**config.mk**
```make
export PLATFORM = sky130hd
export DESIGN_NAME = substring_match_finder_unit
export DESIGN_NICKNAME = d
export VERILOG_FILES = /design/src/rtl/smf_pkg.sv /design/src/rtl/substring_match_finder_unit.sv /design/src/rtl/smf_fifo.sv /design/src/rtl/smf_front.sv /design/src/rtl/smf_back.sv
export SDC_FILE = /design/constraint.sdc
export NUM_CORES = 2
export LEC_CHECK = 0
export BUFFER_PORTS_ARGS = -buffer_cell sky130_fd_sc_hd__clkbuf_2
export CAP_MARGIN = 10
export CORE_UTILIZATION = 25
export CTS_BUF_LIST = sky130_fd_sc_hd__clkbuf_4 sky130_fd_sc_hd__clkbuf_8
export DETAILED_ROUTE_END_ITERATION = 12
export SETUP_SLACK_MARGIN = 0.15
export SLEW_MARGIN = 10
export SYNTH_ARGS = -nofsm -noshare
export SYNTH_HDL_FRONTEND = slang
export SYNTH_SLANG_ARGS = --single-unit
```
**constraint.sdc**
```tcl
create_clock -name clk -period 15.9 [get_ports clk]
set_input_delay 1.59 -clock clk [delete_from_list [all_inputs] [get_ports clk]]
set_output_delay 1.59 -clock clk [all_outputs]
set_load 0.01 [all_outputs]
```
**src/rtl/smf_pkg.sv**
```systemverilog
package smf_pkg;

  localparam int MAX_QUERY_DEF   = 32;
  localparam int MAX_MATCHES_DEF = 65536;
  localparam int OFFSET_BITS_DEF = 32;

  localparam int QUERY_BYTES = 32;
  localparam int QUERY_WORDS = 4;
  localparam int QLEN_W      = 6;
  localparam int CFG_ADDR_W  = 3;
  localparam int CFG_DATA_W  = 64;

  localparam int S_TDATA_W   = 8;
  localparam int OUT_OFS_W   = 32;
  localparam int TOTAL_W     = 17;
  localparam int M_TDATA_W   = 88;
  localparam int QFIFO_DEPTH = 4;

  localparam logic [CFG_ADDR_W-1:0] CFG_QWORD0 = 3'd0;
  localparam logic [CFG_ADDR_W-1:0] CFG_QWORD1 = 3'd1;
  localparam logic [CFG_ADDR_W-1:0] CFG_QWORD2 = 3'd2;
  localparam logic [CFG_ADDR_W-1:0] CFG_QWORD3 = 3'd3;
  localparam logic [CFG_ADDR_W-1:0] CFG_QLEN   = 3'd4;
  localparam logic [CFG_ADDR_W-1:0] CFG_NOCASE = 3'd5;

  localparam logic [7:0] ASCII_UPPER_A = 8'h41;
  localparam logic [7:0] ASCII_UPPER_Z = 8'h5A;
  localparam logic [7:0] ASCII_CASE_OFS = 8'h20;

  typedef enum logic {
    KIND_MATCH   = 1'b0,
    KIND_SUMMARY = 1'b1
  } kind_t;

  typedef struct packed {
    logic [QUERY_BYTES*8-1:0] query;
    logic [QLEN_W-1:0]        qlen;
    logic                     nocase;
  } smf_cfg_t;

  typedef struct packed {
    kind_t                kind;
    logic [OUT_OFS_W-1:0] match_start;
    logic [OUT_OFS_W-1:0] match_end;
    logic [TOTAL_W-1:0]   match_total;
    logic                 cap_reached;
    logic                 last_result;
  } smf_result_t;

  function automatic logic [7:0] fold_byte(input logic [7:0] b, input logic nocase);
    logic upper;
    upper = (b >= ASCII_UPPER_A) && (b <= ASCII_UPPER_Z);
    return (nocase && upper) ? b + ASCII_CASE_OFS : b;
  endfunction

endpackage

```
**src/rtl/substring_match_finder_unit.sv**
```systemverilog
// Streaming substring finder.
// Input stream: one buffer byte per word on s_tdata, s_tlast on the final
// byte of a buffer. Output stream: match words (m_tuser = 0) carrying start
// offset, end offset (one past the last byte), running match count and the
// cap flag; on the last byte of a buffer a summary word (m_tuser = 1)
// follows. m_tlast marks the final word produced for an input byte.
// Matches are leftmost and non-overlapping; scanning resumes at the end of
// the previous match.
// Configuration: cfg_wen/cfg_addr/cfg_wdata write query words 0-3, the
// query length and the case-fold enable; write only while idle.
// Throughput: one byte per cycle while the output is not stalled; a byte
// yielding both a match and a summary sends both words through the output register in turn.
// The first word for a byte passes the window compare stage, a queue entry
// and then the result register before it is valid.
// A 4-entry queue sits between the compare stage and the match tracker, so
// an output stall backs up into the queue before s_tready falls.
// Reset clears the control state and the configuration; case folding resets to on.
module substring_match_finder_unit
  import smf_pkg::*;
#(
  parameter int MAX_QUERY   = MAX_QUERY_DEF,
  parameter int MAX_MATCHES = MAX_MATCHES_DEF,
  parameter int OFFSET_BITS = OFFSET_BITS_DEF
) (
  input  logic                  clk,
  input  logic                  rst,
  input  logic                  s_tvalid,
  output logic                  s_tready,
  input  logic [S_TDATA_W-1:0]  s_tdata,   // input_byte
  input  logic                  s_tlast,   // end_of_buffer
  output logic                  m_tvalid,
  input  logic                  m_tready,
  output logic [M_TDATA_W-1:0]  m_tdata,   // match_start, match_end, match_total, cap_reached
  output logic                  m_tuser,   // kind
  output logic                  m_tlast,   // last_result
  input  logic                  cfg_wen,
  input  logic [CFG_ADDR_W-1:0] cfg_addr,
  input  logic [CFG_DATA_W-1:0] cfg_wdata
);

  localparam int EW = 2 * OFFSET_BITS + 2;

  logic [CFG_DATA_W-1:0] qword [QUERY_WORDS];
  logic [QLEN_W-1:0]     qlen;
  logic                  nocase;
  smf_cfg_t              cfg;

  logic          push_valid;
  logic          push_ready;
  logic [EW-1:0] push_data;
  logic          pop_valid;
  logic          pop_ready;
  logic [EW-1:0] pop_data;
  smf_result_t   res;

  always_ff @(posedge clk) begin
    if (rst) begin
      for (int k = 0; k < QUERY_WORDS; k++) begin
        qword[k] <= '0;
      end
      qlen   <= '0;
      nocase <= 1'b1;
    end else if (cfg_wen) begin
      unique case (cfg_addr)
        CFG_QWORD0: qword[0] <= cfg_wdata;
        CFG_QWORD1: qword[1] <= cfg_wdata;
        CFG_QWORD2: qword[2] <= cfg_wdata;
        CFG_QWORD3: qword[3] <= cfg_wdata;
        CFG_QLEN:   qlen     <= cfg_wdata[QLEN_W-1:0];
        CFG_NOCASE: nocase   <= cfg_wdata[0];
        default: ;
      endcase
    end
  end

  assign cfg.query  = {qword[3], qword[2], qword[1], qword[0]};
  assign cfg.qlen   = qlen;
  assign cfg.nocase = nocase;

  smf_front #(
    .MAX_QUERY   (MAX_QUERY),
    .OFFSET_BITS (OFFSET_BITS)
  ) u_front (
    .clk        (clk),
    .rst        (rst),
    .cfg        (cfg),
    .in_valid   (s_tvalid),
    .in_ready   (s_tready),
    .in_byte    (s_tdata),
    .in_eob     (s_tlast),
    .push_valid (push_valid),
    .push_ready (push_ready),
    .push_data  (push_data)
  );

  smf_fifo #(
    .WIDTH (EW),
    .DEPTH (QFIFO_DEPTH)
  ) u_fifo (
    .clk      (clk),
    .rst      (rst),
    .wr_valid (push_valid),
    .wr_ready (push_ready),
    .wr_data  (push_data),
    .rd_valid (pop_valid),
    .rd_ready (pop_ready),
    .rd_data  (pop_data)
  );

  smf_back #(
    .MAX_MATCHES (MAX_MATCHES),
    .OFFSET_BITS (OFFSET_BITS)
  ) u_back (
    .clk       (clk),
    .rst       (rst),
    .in_valid  (pop_valid),
    .in_ready  (pop_ready),
    .in_data   (pop_data),
    .out_valid (m_tvalid),
    .out_ready (m_tready),
    .out_res   (res)
  );

  assign m_tdata = {6'b0, res.cap_reached, res.match_total, res.match_end, res.match_start};
  assign m_tuser = res.kind;
  assign m_tlast = res.last_result;

endmodule

```
**src/rtl/smf_fifo.sv**
```systemverilog
module smf_fifo
  import smf_pkg::*;
#(
  parameter int WIDTH = 8,
  parameter int DEPTH = QFIFO_DEPTH
) (
  input  logic             clk,
  input  logic             rst,
  input  logic             wr_valid,
  output logic             wr_ready,
  input  logic [WIDTH-1:0] wr_data,
  output logic             rd_valid,
  input  logic             rd_ready,
  output logic [WIDTH-1:0] rd_data
);

  localparam int AW = $clog2(DEPTH);
  localparam int CW = $clog2(DEPTH + 1);

  logic [WIDTH-1:0] mem [DEPTH];
  logic [AW-1:0]    wr_ptr;
  logic [AW-1:0]    rd_ptr;
  logic [CW-1:0]    count;
  logic             do_wr;
  logic             do_rd;

  assign wr_ready = (count != CW'(DEPTH));
  assign rd_valid = (count != '0);
  assign rd_data  = mem[rd_ptr];
  assign do_wr    = wr_valid && wr_ready;
  assign do_rd    = rd_valid && rd_ready;

  always_ff @(posedge clk) begin
    if (do_wr) begin
      mem[wr_ptr] <= wr_data;
    end
  end

  always_ff @(posedge clk) begin
    if (rst) begin
      wr_ptr <= '0;
      rd_ptr <= '0;
      count  <= '0;
    end else begin
      if (do_wr) begin
        wr_ptr <= (wr_ptr == AW'(DEPTH - 1)) ? '0 : wr_ptr + AW'(1);
      end
      if (do_rd) begin
        rd_ptr <= (rd_ptr == AW'(DEPTH - 1)) ? '0 : rd_ptr + AW'(1);
      end
      if (do_wr && !do_rd) begin
        count <= count + CW'(1);
      end else if (do_rd && !do_wr) begin
        count <= count - CW'(1);
      end
    end
  end

endmodule

```
**src/rtl/smf_front.sv**
```systemverilog
module smf_front
  import smf_pkg::*;
#(
  parameter int MAX_QUERY   = MAX_QUERY_DEF,
  parameter int OFFSET_BITS = OFFSET_BITS_DEF
) (
  input  logic                     clk,
  input  logic                     rst,
  input  smf_cfg_t                 cfg,
  input  logic                     in_valid,
  output logic                     in_ready,
  input  logic [7:0]               in_byte,
  input  logic                     in_eob,
  output logic                     push_valid,
  input  logic                     push_ready,
  output logic [2*OFFSET_BITS+1:0] push_data
);

  localparam logic [OFFSET_BITS-1:0] OFS_MAX = {OFFSET_BITS{1'b1}};

  logic [7:0]             win [MAX_QUERY];
  logic [OFFSET_BITS-1:0] pos;
  logic                   s1_valid;
  logic [OFFSET_BITS-1:0] s1_pos;
  logic                   s1_eob;
  logic                   take;
  logic [MAX_QUERY-1:0]   lane_ok;
  logic [OFFSET_BITS-1:0] p1;
  logic [OFFSET_BITS-1:0] start;
  logic [OFFSET_BITS-1:0] qlen_ext;
  logic                   cand;

  assign in_ready = !s1_valid || push_ready;
  assign take     = in_valid && in_ready;

  // newest byte at lane 0
  always_ff @(posedge clk) begin
    if (take) begin
      win[0] <= in_byte;
      for (int k = 1; k < MAX_QUERY; k++) begin
        win[k] <= win[k-1];
      end
    end
  end

  always_ff @(posedge clk) begin
    if (rst) begin
      pos      <= '0;
      s1_valid <= 1'b0;
    end else begin
      if (take) begin
        s1_valid <= 1'b1;
        s1_pos   <= pos;
        s1_eob   <= in_eob;
        if (in_eob) begin
          pos <= '0;
        end else if (pos != OFS_MAX) begin
          pos <= pos + OFFSET_BITS'(1);
        end
      end else if (push_ready) begin
        s1_valid <= 1'b0;
      end
    end
  end

  // lane j holds the byte that must equal query byte qlen-1-j
  for (genvar j = 0; j < MAX_QUERY; j++) begin : g_lane
    logic [QLEN_W-1:0] qidx;
    logic [7:0]        qbyte;
    assign qidx  = cfg.qlen - QLEN_W'(j + 1);
    assign qbyte = cfg.query[qidx[4:0]*8 +: 8];
    assign lane_ok[j] = (QLEN_W'(j) >= cfg.qlen) ||
                        (fold_byte(win[j], cfg.nocase) == fold_byte(qbyte, cfg.nocase));
  end

  assign qlen_ext = OFFSET_BITS'(cfg.qlen);
  assign p1       = s1_pos + OFFSET_BITS'(1);
  assign start    = p1 - qlen_ext;
  assign cand     = (&lane_ok) && (cfg.qlen != '0) &&
                    (cfg.qlen <= QLEN_W'(MAX_QUERY)) &&
                    (s1_pos != OFS_MAX) && (p1 >= qlen_ext);

  assign push_valid = s1_valid;
  assign push_data  = {s1_eob, cand, p1, start};

endmodule

```
**src/rtl/smf_back.sv**
```systemverilog
module smf_back
  import smf_pkg::*;
#(
  parameter int MAX_MATCHES = MAX_MATCHES_DEF,
  parameter int OFFSET_BITS = OFFSET_BITS_DEF
) (
  input  logic                     clk,
  input  logic                     rst,
  input  logic                     in_valid,
  output logic                     in_ready,
  input  logic [2*OFFSET_BITS+1:0] in_data,
  output logic                     out_valid,
  input  logic                     out_ready,
  output smf_result_t              out_res
);

  localparam int CW = $clog2(MAX_MATCHES + 1);

  logic [CW-1:0]          cnt;
  logic [CW-1:0]          cnt_inc;
  logic [OFFSET_BITS-1:0] nas;
  logic                   cap;
  logic                   phase;
  logic                   res_valid;
  smf_result_t            res;

  logic [OFFSET_BITS-1:0] h_start;
  logic [OFFSET_BITS-1:0] h_end;
  logic                   h_cand;
  logic                   h_eob;
  logic                   room;
  logic                   take;
  logic                   hit;
  logic                   full;
  logic                   acc;
  logic                   capset;

  assign {h_eob, h_cand, h_end, h_start} = in_data;

  assign cnt_inc = cnt + CW'(1);
  assign room    = !res_valid || out_ready;
  assign take    = in_valid && room;
  assign hit     = !phase && h_cand && (h_start >= nas) && !cap;
  assign full    = (cnt >= CW'(MAX_MATCHES));
  assign acc     = hit && !full;
  assign capset  = hit && full;

  // a match on the last byte holds the entry for a second word
  assign in_ready = take && !(acc && h_eob);

  always_ff @(posedge clk) begin
    if (rst) begin
      cnt       <= '0;
      nas       <= '0;
      cap       <= 1'b0;
      phase     <= 1'b0;
      res_valid <= 1'b0;
    end else begin
      if (take && (phase || h_eob || acc)) begin
        res_valid <= 1'b1;
      end else if (out_ready) begin
        res_valid <= 1'b0;
      end
      if (take) begin
        if (phase || h_eob && !acc) begin
          res.kind        <= KIND_SUMMARY;
          res.match_start <= '0;
          res.match_end   <= '0;
          res.match_total <= TOTAL_W'(cnt);
          res.cap_reached <= cap || capset;
          res.last_result <= 1'b1;
          cnt             <= '0;
          nas             <= '0;
          cap             <= 1'b0;
          phase           <= 1'b0;
        end else if (acc) begin
          res.kind        <= KIND_MATCH;
          res.match_start <= OUT_OFS_W'(h_start);
          res.match_end   <= OUT_OFS_W'(h_end);
          res.match_total <= TOTAL_W'(cnt_inc);
          res.cap_reached <= cap;
          res.last_result <= !h_eob;
          cnt             <= cnt_inc;
          nas             <= h_end;
          phase           <= h_eob;
        end else if (capset) begin
          cap <= 1'b1;
        end
      end
    end
  end

  assign out_valid = res_valid;
  assign out_res   = res;

endmodule
```
After elaboration in Yosys (flattened, before gate mapping):

Memory sizes are Yosys's and may differ from the RTL's. A register that Yosys moved wholly into a read port is not among the register bits.
Cells that the tools add are included.

* register bits: 216
* memory bits (writable): 776
* output and inout port bits: 92
* word-level logic and storage cells: 696
* memories kept: 3

Memories
* u_fifo.mem: depth 4, width 66, read ports 1, clocked after memory_dff 1, wr ports 1, RTL line smf_fifo.sv:20 `logic [WIDTH-1:0] mem [DEPTH];`
* qword: depth 4, width 64, read ports 4, clocked after memory_dff 0, wr ports 4, RTL line substring_match_finder_unit.sv:43 `logic [CFG_DATA_W-1:0] qword [QUERY_WORDS];`
* u_front.win: depth 32, width 8, read ports 32, clocked after memory_dff 0, wr ports 32, RTL line smf_front.sv:21 `logic [7:0] win [MAX_QUERY];`

* $add $sub $neg: 104
* order comparisons: 164
* equality and inequality tests: 43
* shift operators: 32
* mux-type cells: 113
* bitwise operators: 5
* reduce and logical (&&, ||, !) cells: 212

Operator list (count)
* 256-bit by 9-bit variable part select with 8-bit output: 32
* 8-bit by 6-bit adder with 8-bit output, second input constant: 64
* 8-bit by 7-bit greater-or-equal comparator with 1-bit output, second input constant: 64
* 8-bit by 7-bit <= comparator with 1-bit output, second input constant: 64
* 8-bit two-way mux: 64
* 8-bit == test: 32
* 64-bit two-way mux: 4
* 1-bit logical AND: 147
* 32-bit two-way mux: 4
* 5-bit by 6-bit greater-or-equal comparator with 1-bit output, first input constant: 16
* 84-bit two-way mux: 1
* 5-bit subtractor, second input constant: 16
* 32-bit by 1-bit adder with 32-bit output, second input constant: 2
* 32-bit != test, second input constant: 2
* 4-bit by 6-bit greater-or-equal comparator with 1-bit output, first input constant: 8
* 5-bit by 4-bit subtractor with 5-bit output, second input constant: 8
* 1-bit logical OR: 38
* 17-bit two-way mux: 2
* 32-bit greater-or-equal comparator: 1
* 32-bit by 6-bit greater-or-equal comparator with 1-bit output: 1
* 32-bit AND reduction: 1
* 32-bit by 6-bit subtractor with 32-bit output: 1
* 1-bit two-way mux: 31
* 3-bit by 6-bit greater-or-equal comparator with 1-bit output, first input constant: 4
* 29 further kinds: 66

Longest topological paths before layout:

* depth in word-level cells: 13
* gate-level depth with buffers: 29
* depth with buffers taken out: 22

Hierarchy:

Synthesis repeated with hierarchy kept, for this count alone.

* cells, all modules: 5332
* area, all modules: 68808.5 µm²

By module, submodules not included
* smf_front: times used 1, cells each 3731, area an instance 41398.5 µm², sequential area each 9339.0 µm²
* substring_match_finder_unit: times used 1, cells each 683, area an instance 11295.8 µm², sequential area each 7827.5 µm²
* smf_fifo: times used 1, cells each 392, area an instance 9999.6 µm², sequential area each 8107.8 µm²
* smf_back: times used 1, cells each 526, area an instance 6114.6 µm², sequential area each 3563.4 µm²

Worst setup path before layout:

No wires, ideal clock.

* kind: reg-to-reg
* from: register with a tool-made name
* to: register, netlist name u_back.out_res[0]
* setup time: 0.527 ns
* arrival time: 7.409 ns
* required time: 15.373 ns
* path slack: 7.964 ns
* stages on the path, launching flop included: 20
* path buffers: 3
* period minus slack after synthesis: 7.936 ns
* path through: dfxtp_1 > clkbuf_1 > buf_1 > buf_1 > mux4_2 > inv_1 > ha_1 > nand2b_1 > a21o_1 > a21o_1 > a21o_1 > a21o_1 > a21o_1 > a21o_1 > a21oi_1 > o31a_1 > o31a_1 > o21ai_0 > nand2_1 > nor2_1

Worst setup path after layout:

* from: register qlen[0]
* to: memory u_fifo.mem[2][64] (netlist bit) (data pin)

* cells in the longest elaborated chain, start to end: 13
* elaborated cells between the ends (all ways): 360
* classes of those cells: add/sub: 64; order compare: 98; eq/ne: 32; shift: 32; mux: 32; reduce/logical: 102

RTL lines
* start, declared: RTL line substring_match_finder_unit.sv:44 `logic [QLEN_W-1:0] qlen;`
* start signal, assigned: RTL line substring_match_finder_unit.sv:69 `CFG_QLEN: qlen <= cfg_wdata[QLEN_W-1:0];`
* 5-bit by 1-bit subtractor with 5-bit output (tied with other cells): RTL line smf_front.sv:70 `assign qidx = cfg.qlen - QLEN_W'(j + 1);`
* 256-bit by 9-bit variable part select with 8-bit output: RTL line smf_front.sv:71 `assign qbyte = cfg.query[qidx[4:0]*8 +: 8];`
* 8-bit by 7-bit greater-or-equal comparator with 1-bit output or 8-bit by 7-bit <= comparator with 1-bit output (tied branches): RTL line smf_pkg.sv:52 `upper = (b >= ASCII_UPPER_A) && (b <= ASCII_UPPER_Z);`
* 1-bit logical AND: RTL line smf_pkg.sv:52
* 1-bit logical AND: RTL line smf_pkg.sv:53 `return (nocase && upper) ? b + ASCII_CASE_OFS : b;`
* 8-bit two-way mux: RTL line smf_pkg.sv:53
* 8-bit == test: RTL line smf_front.sv:73 `(fold_byte(win[j], cfg.nocase) == fold_byte(qbyte, cfg.nocase));`
* 1-bit logical OR: RTL line smf_front.sv:72 `assign lane_ok[j] = (QLEN_W'(j) >= cfg.qlen) ||`
* 32-bit AND reduction: RTL line smf_front.sv:79 `assign cand = (&lane_ok) && (cfg.qlen != '0) &&`
* 1-bit logical AND (2 in series): RTL line smf_front.sv:79
* 1-bit logical AND: RTL line smf_front.sv:80 `(cfg.qlen <= QLEN_W'(MAX_QUERY)) &&`
* 1-bit logical AND (*): RTL line smf_front.sv:81 `(s1_pos != OFS_MAX) && (p1 >= qlen_ext);`
* named net push_data[64]: RTL line substring_match_finder_unit.sv:50 `logic [EW-1:0] push_data;`
* end, declared: RTL line smf_fifo.sv:20

Mark *: on every way through the listed nets, which the timed path passes. The rest lies on a longest branch.

==> flow_summary.json <==
{
  "io_buffers": 166,
  "root_buffer": "clkbuf_8",
  "synthTopCellsByArea": "edfxtp_1 39%, mux4_2 20%, mux2i_1 5.4%, and2_1 3.1%, xnor2_1 3.0%",
  "drtPass1Iterations": 6,
  "ys_ff_latch": 994,
  "drive_above_1_share_pct": 24.0,
  "grt_max_degree": 100,
  "fin_ws_ns": 6.60,
  "drt-initial-drc-count": 7170,
  "worstSetupPathType": "flip-flop to flip-flop",
  "boundaryPins": 173,
  "min_path_cells": 0,
  "maxSlewViolCount": 0,
  "async_flop_share_pct": 0,
  "fin_crit_ns": 9.30,
  "clock_latency_ns": 0.96,
  "grtUsageTotal_pct": 20.0,
  "rsz0062_at_grt": "no",
  "ant_nets": 0,
  "avgSynthCellArea_sq_um": 12.5,
  "postCtsHoldBufs": 0,
  "post-route-period-util_pct": 58.5,
  "nNetsFinal": 5888,
  "yosysMostFrequentCell": "edfxtp_1",
  "route.detailed.drc": 0,
  "p_leak_nw": 26.2,
  "rr_worst_depth": 16,
  "vdd_drop_max_mv": 0.0730,
  "dp_hpwl_um": 223000,
  "cts_buffer_depth": 4,
  "start_util_pct": 25.2,
  "dieArea_sq_um": 279000,
  "wirelength_um": 289000,
  "cts_resized": 0,
  "grt_overflow": 0,
  "crit_chain": "buf_4 > buf_4 > buf_4 > buf_4 > mux4_2 > mux2i_1 > mux4_2 > nand2_1 > or4_1 > o211ai_1 > mux2i_1 > o32ai_1 > or4_1 > or4_1 > nor4_1 > and4_1",
  "syn-cell-area_sq_um": 69300,
  "clkSinkCount": 994,
  "r2r-start": "qlen[0]",
  "hold_class": "flip-flop to flip-flop",
  "pre_cts_ws_ns": 6.79,
  "post_cts_buffers": 0,
  "die_w_um": 529,
  "end_kind": "flip-flop",
  "clock_skew_ns": 0.0882,
  "critical_path.most_common_cell": "buf_4",
  "die_y_um": 529,
  "cp.required_ns": 16.58,
  "clk_pin_slew_ns": 0.07,
  "relSlewSlack_pct": 10.1,
  "worst_setup_path_start_kind": "flip-flop",
  "area_growth_pct": 12.6,
  "routedWlPerCell_um": 30.4,
  "antenna_found_initial": 21,
  "power_frac_comb_pct": 29.1,
  "drv_cap": 0,
  "tns_ns": 0,
  "max_freq_mhz": 108,
  "ys.flop_type": "edfxtp_1",
  "power.internal_mw": 5.48,
  "post_drt_via_cell_ratio": 5.61,
  "tightest_slew_ns": 1.35,
  "outcome": "complete, no violations",
  "synth.top_cell.area_share_pct": 38.7,
  "yosysWarnings": 0,
  "p_per_area_nw_per_um2": 107,
  "ff2ff_setup_slack_ns": 6.60,
  "hp-start": "u_front.win[29][7]",
  "grt_pass1_vias": 49303,
  "p_sw_mw": 2.87,
  "htreeDepth": 4,
  "fp.coreArea_sq_um": 275000,
  "gp_congestion": 1.04,
  "holdPathEnd": "u_front.win[30][7]",
  "synth_cells": 5542,
  "arrival_ns": 9.98,
  "dr_total_vias": 53373,
  "synthTopCellsByCount": "893 x edfxtp_1, 622 x mux4_2, 398 x nand2_1",
  "r2r_end": "u_fifo.mem[2][64]",
  "num_rows": 192,
  "hold_viol": 0,
  "power.share.sequential_pct": 41.5,
  "swShare_pct": 34.4,
  "synth_top_area_cell": "edfxtp_1",
  "cts_tree": "yes",
  "power_frac_clock_pct": 29.5,
  "grt_pass1_wl_um": 396000,
  "setup_viol": 0,
  "synth-edff-count": 893,
  "cts_buffers": 171,
  "crit_path_top_delay_cell": "buf_4",
  "yosys.cell_types.count": 96,
  "ys_seq_area_share_pct": 41.6,
  "slowest_delay_ns": 0.98,
  "crit_fanout": 67
}
[state kept, by name, indices dropped and copies added, names as in the netlist, named ones only]
| signal | cells |
|---|---|
| u_front.win | 256 |
| u_fifo.count | 3 |
| u_front.pos | 32 |
| u_front.push_valid | 1 |
| u_fifo.mem | 264 |
| u_back.phase | 1 |
| nocase | 1 |
| u_back.cnt | 17 |
| qlen | 6 |
| qword | 256 |
| u_back.out_valid | 1 |
| u_back.cap | 1 |
| u_front.s1_pos | 32 |
| u_back.nas | 32 |
| u_back.out_res | 84 |
| u_front.s1_eob | 1 |
| u_fifo.wr_ptr | 2 |
| u_fifo.rd_ptr | 2 |
[layout by cell type, fill, tap and decap left out, types with 27 or more instances in the layout]
| cell type | Yosys | routed |
|---|---|---|
| and3_1 | 84 | 84 |
| mux2_2 | 102 | 102 |
| nor3_1 | 116 | 112 |
| clkbuf_8 | 1 | 184 |
| a31oi_1 | 32 | 32 |
| o21ai_0 | 116 | 113 |
| a22o_1 | 47 | 47 |
| ha_1 | 133 | 130 |
| buf_4 | 33 | 126 |
| dfxtp_1 | 101 | 93 |
| a21o_1 | 34 | 34 |
| clkbuf_2 | 0 | 166 |
| mux2i_1 | 372 | 372 |
| a221oi_1 | 27 | 27 |
| nand2_1 | 398 | 395 |
| a21oi_1 | 144 | 143 |
| a22oi_1 | 32 | 32 |
| xnor2_1 | 237 | 216 |
| and2_1 | 341 | 337 |
| inv_1 | 146 | 145 |
| nor4_1 | 46 | 46 |
| clkbuf_4 | 0 | 58 |
| xor2_1 | 152 | 149 |
| edfxtp_1 | 893 | 893 |
| nand3_1 | 214 | 214 |
| or3_1 | 34 | 34 |
| nor2_1 | 274 | 270 |
| nand4_1 | 61 | 61 |
| mux4_2 | 622 | 622 |
[layer usage]
layer  track usage (%)  up-vias  wire length (um)
met5                 0        -               221
met4              11.3       10             18700
met3              6.58      684             34600
met2              28.9     3358            121000
met1              26.2    27181            115000
li1                  -    22140                 -
[metrics by stage]
| step | util (%) | power, mW | std cells | area (sq um) | hold WS (ns) |
|---|---|---|---|---|---|
| after global placement | 27.1 | 5.83 | 9183 | 74500 | 0.450 |
| after detailed placement | 27.1 | 5.87 | 9183 | 74500 | 0.459 |
| final | 28.4 | 8.35 | 9506 | 78100 | 0.471 |
| after floorplan | - | 4.93 | 5547 | 69400 | 0.431 |
| after global routing | 28.4 | 8.67 | 9499 | 78000 | 0.452 |
| after CTS | 28.4 | 8.34 | 9484 | 78000 | 0.453 |
[how the worst max path moves through the flow]
stage	from	slack (ns)	endpoint	depth (start not counted)
floorplan	flip-flop	7.96	u_back.out_res[0]	19
global placement	qlen[0]	6.95	u_fifo.mem[0][64]	16
detailed placement	qlen[0]	6.79	u_fifo.mem[0][64]	16
CTS	qlen[0]	6.67	u_fifo.mem[0][64]	16
global route	qlen[0]	6.15	u_fifo.mem[1][64]	15
finish	qlen[0]	6.60	u_fifo.mem[2][64]	16
[cell type report]
cell class	count	area, sq um
sequential	994	28900
timing repair buffer	295	1810
tap	3686	4610
clock buffer	241	2960
clock inverter	60	549
antenna	20	50.0
multi-input combinational	4059	38600
fill	27906	197000
inverter	151	577
[cells by family (layout without fill, tap and decap cells)]
group	Yosys count	in the layout	share of synthesized area [%]
other	1	26	0.00541
adders and majority gates	135	135	2.46
and+or+nand+nor	1706	1706	12.6
DFF	994	994	41.6
muxes	1116	1116	28.0
buffers and inverters	494	747	3.22
AOI/OAI and AO/OA	704	704	7.13
xor gates and xnor gates	392	392	5.00
[worst max-delay path: cells and delay by family, from the launching register on]
kind | cells | cell delay (ns)
buffers and inverters | 4 | 3.59
and+or+nand+nor | 6 | 2.39
muxes | 4 | 1.79
DFF | 1 | 0.63
AOI/OAI and AO/OA | 2 | 0.40
[power groups by stage]
| stage | combinational, mW | sequential (mW) | clock (mW) |
|---|---|---|---|
| after detailed placement | 2.37 | 3.50 | 0 |
| after global placement | 2.33 | 3.49 | 0 |
| after CTS | 2.38 | 3.45 | 2.51 |
| after floorplan | 1.53 | 3.41 | 0 |
| final | 2.43 | 3.46 | 2.46 |
| after global routing | 2.57 | 3.48 | 2.62 |
(Power assumes the default switching activity.)
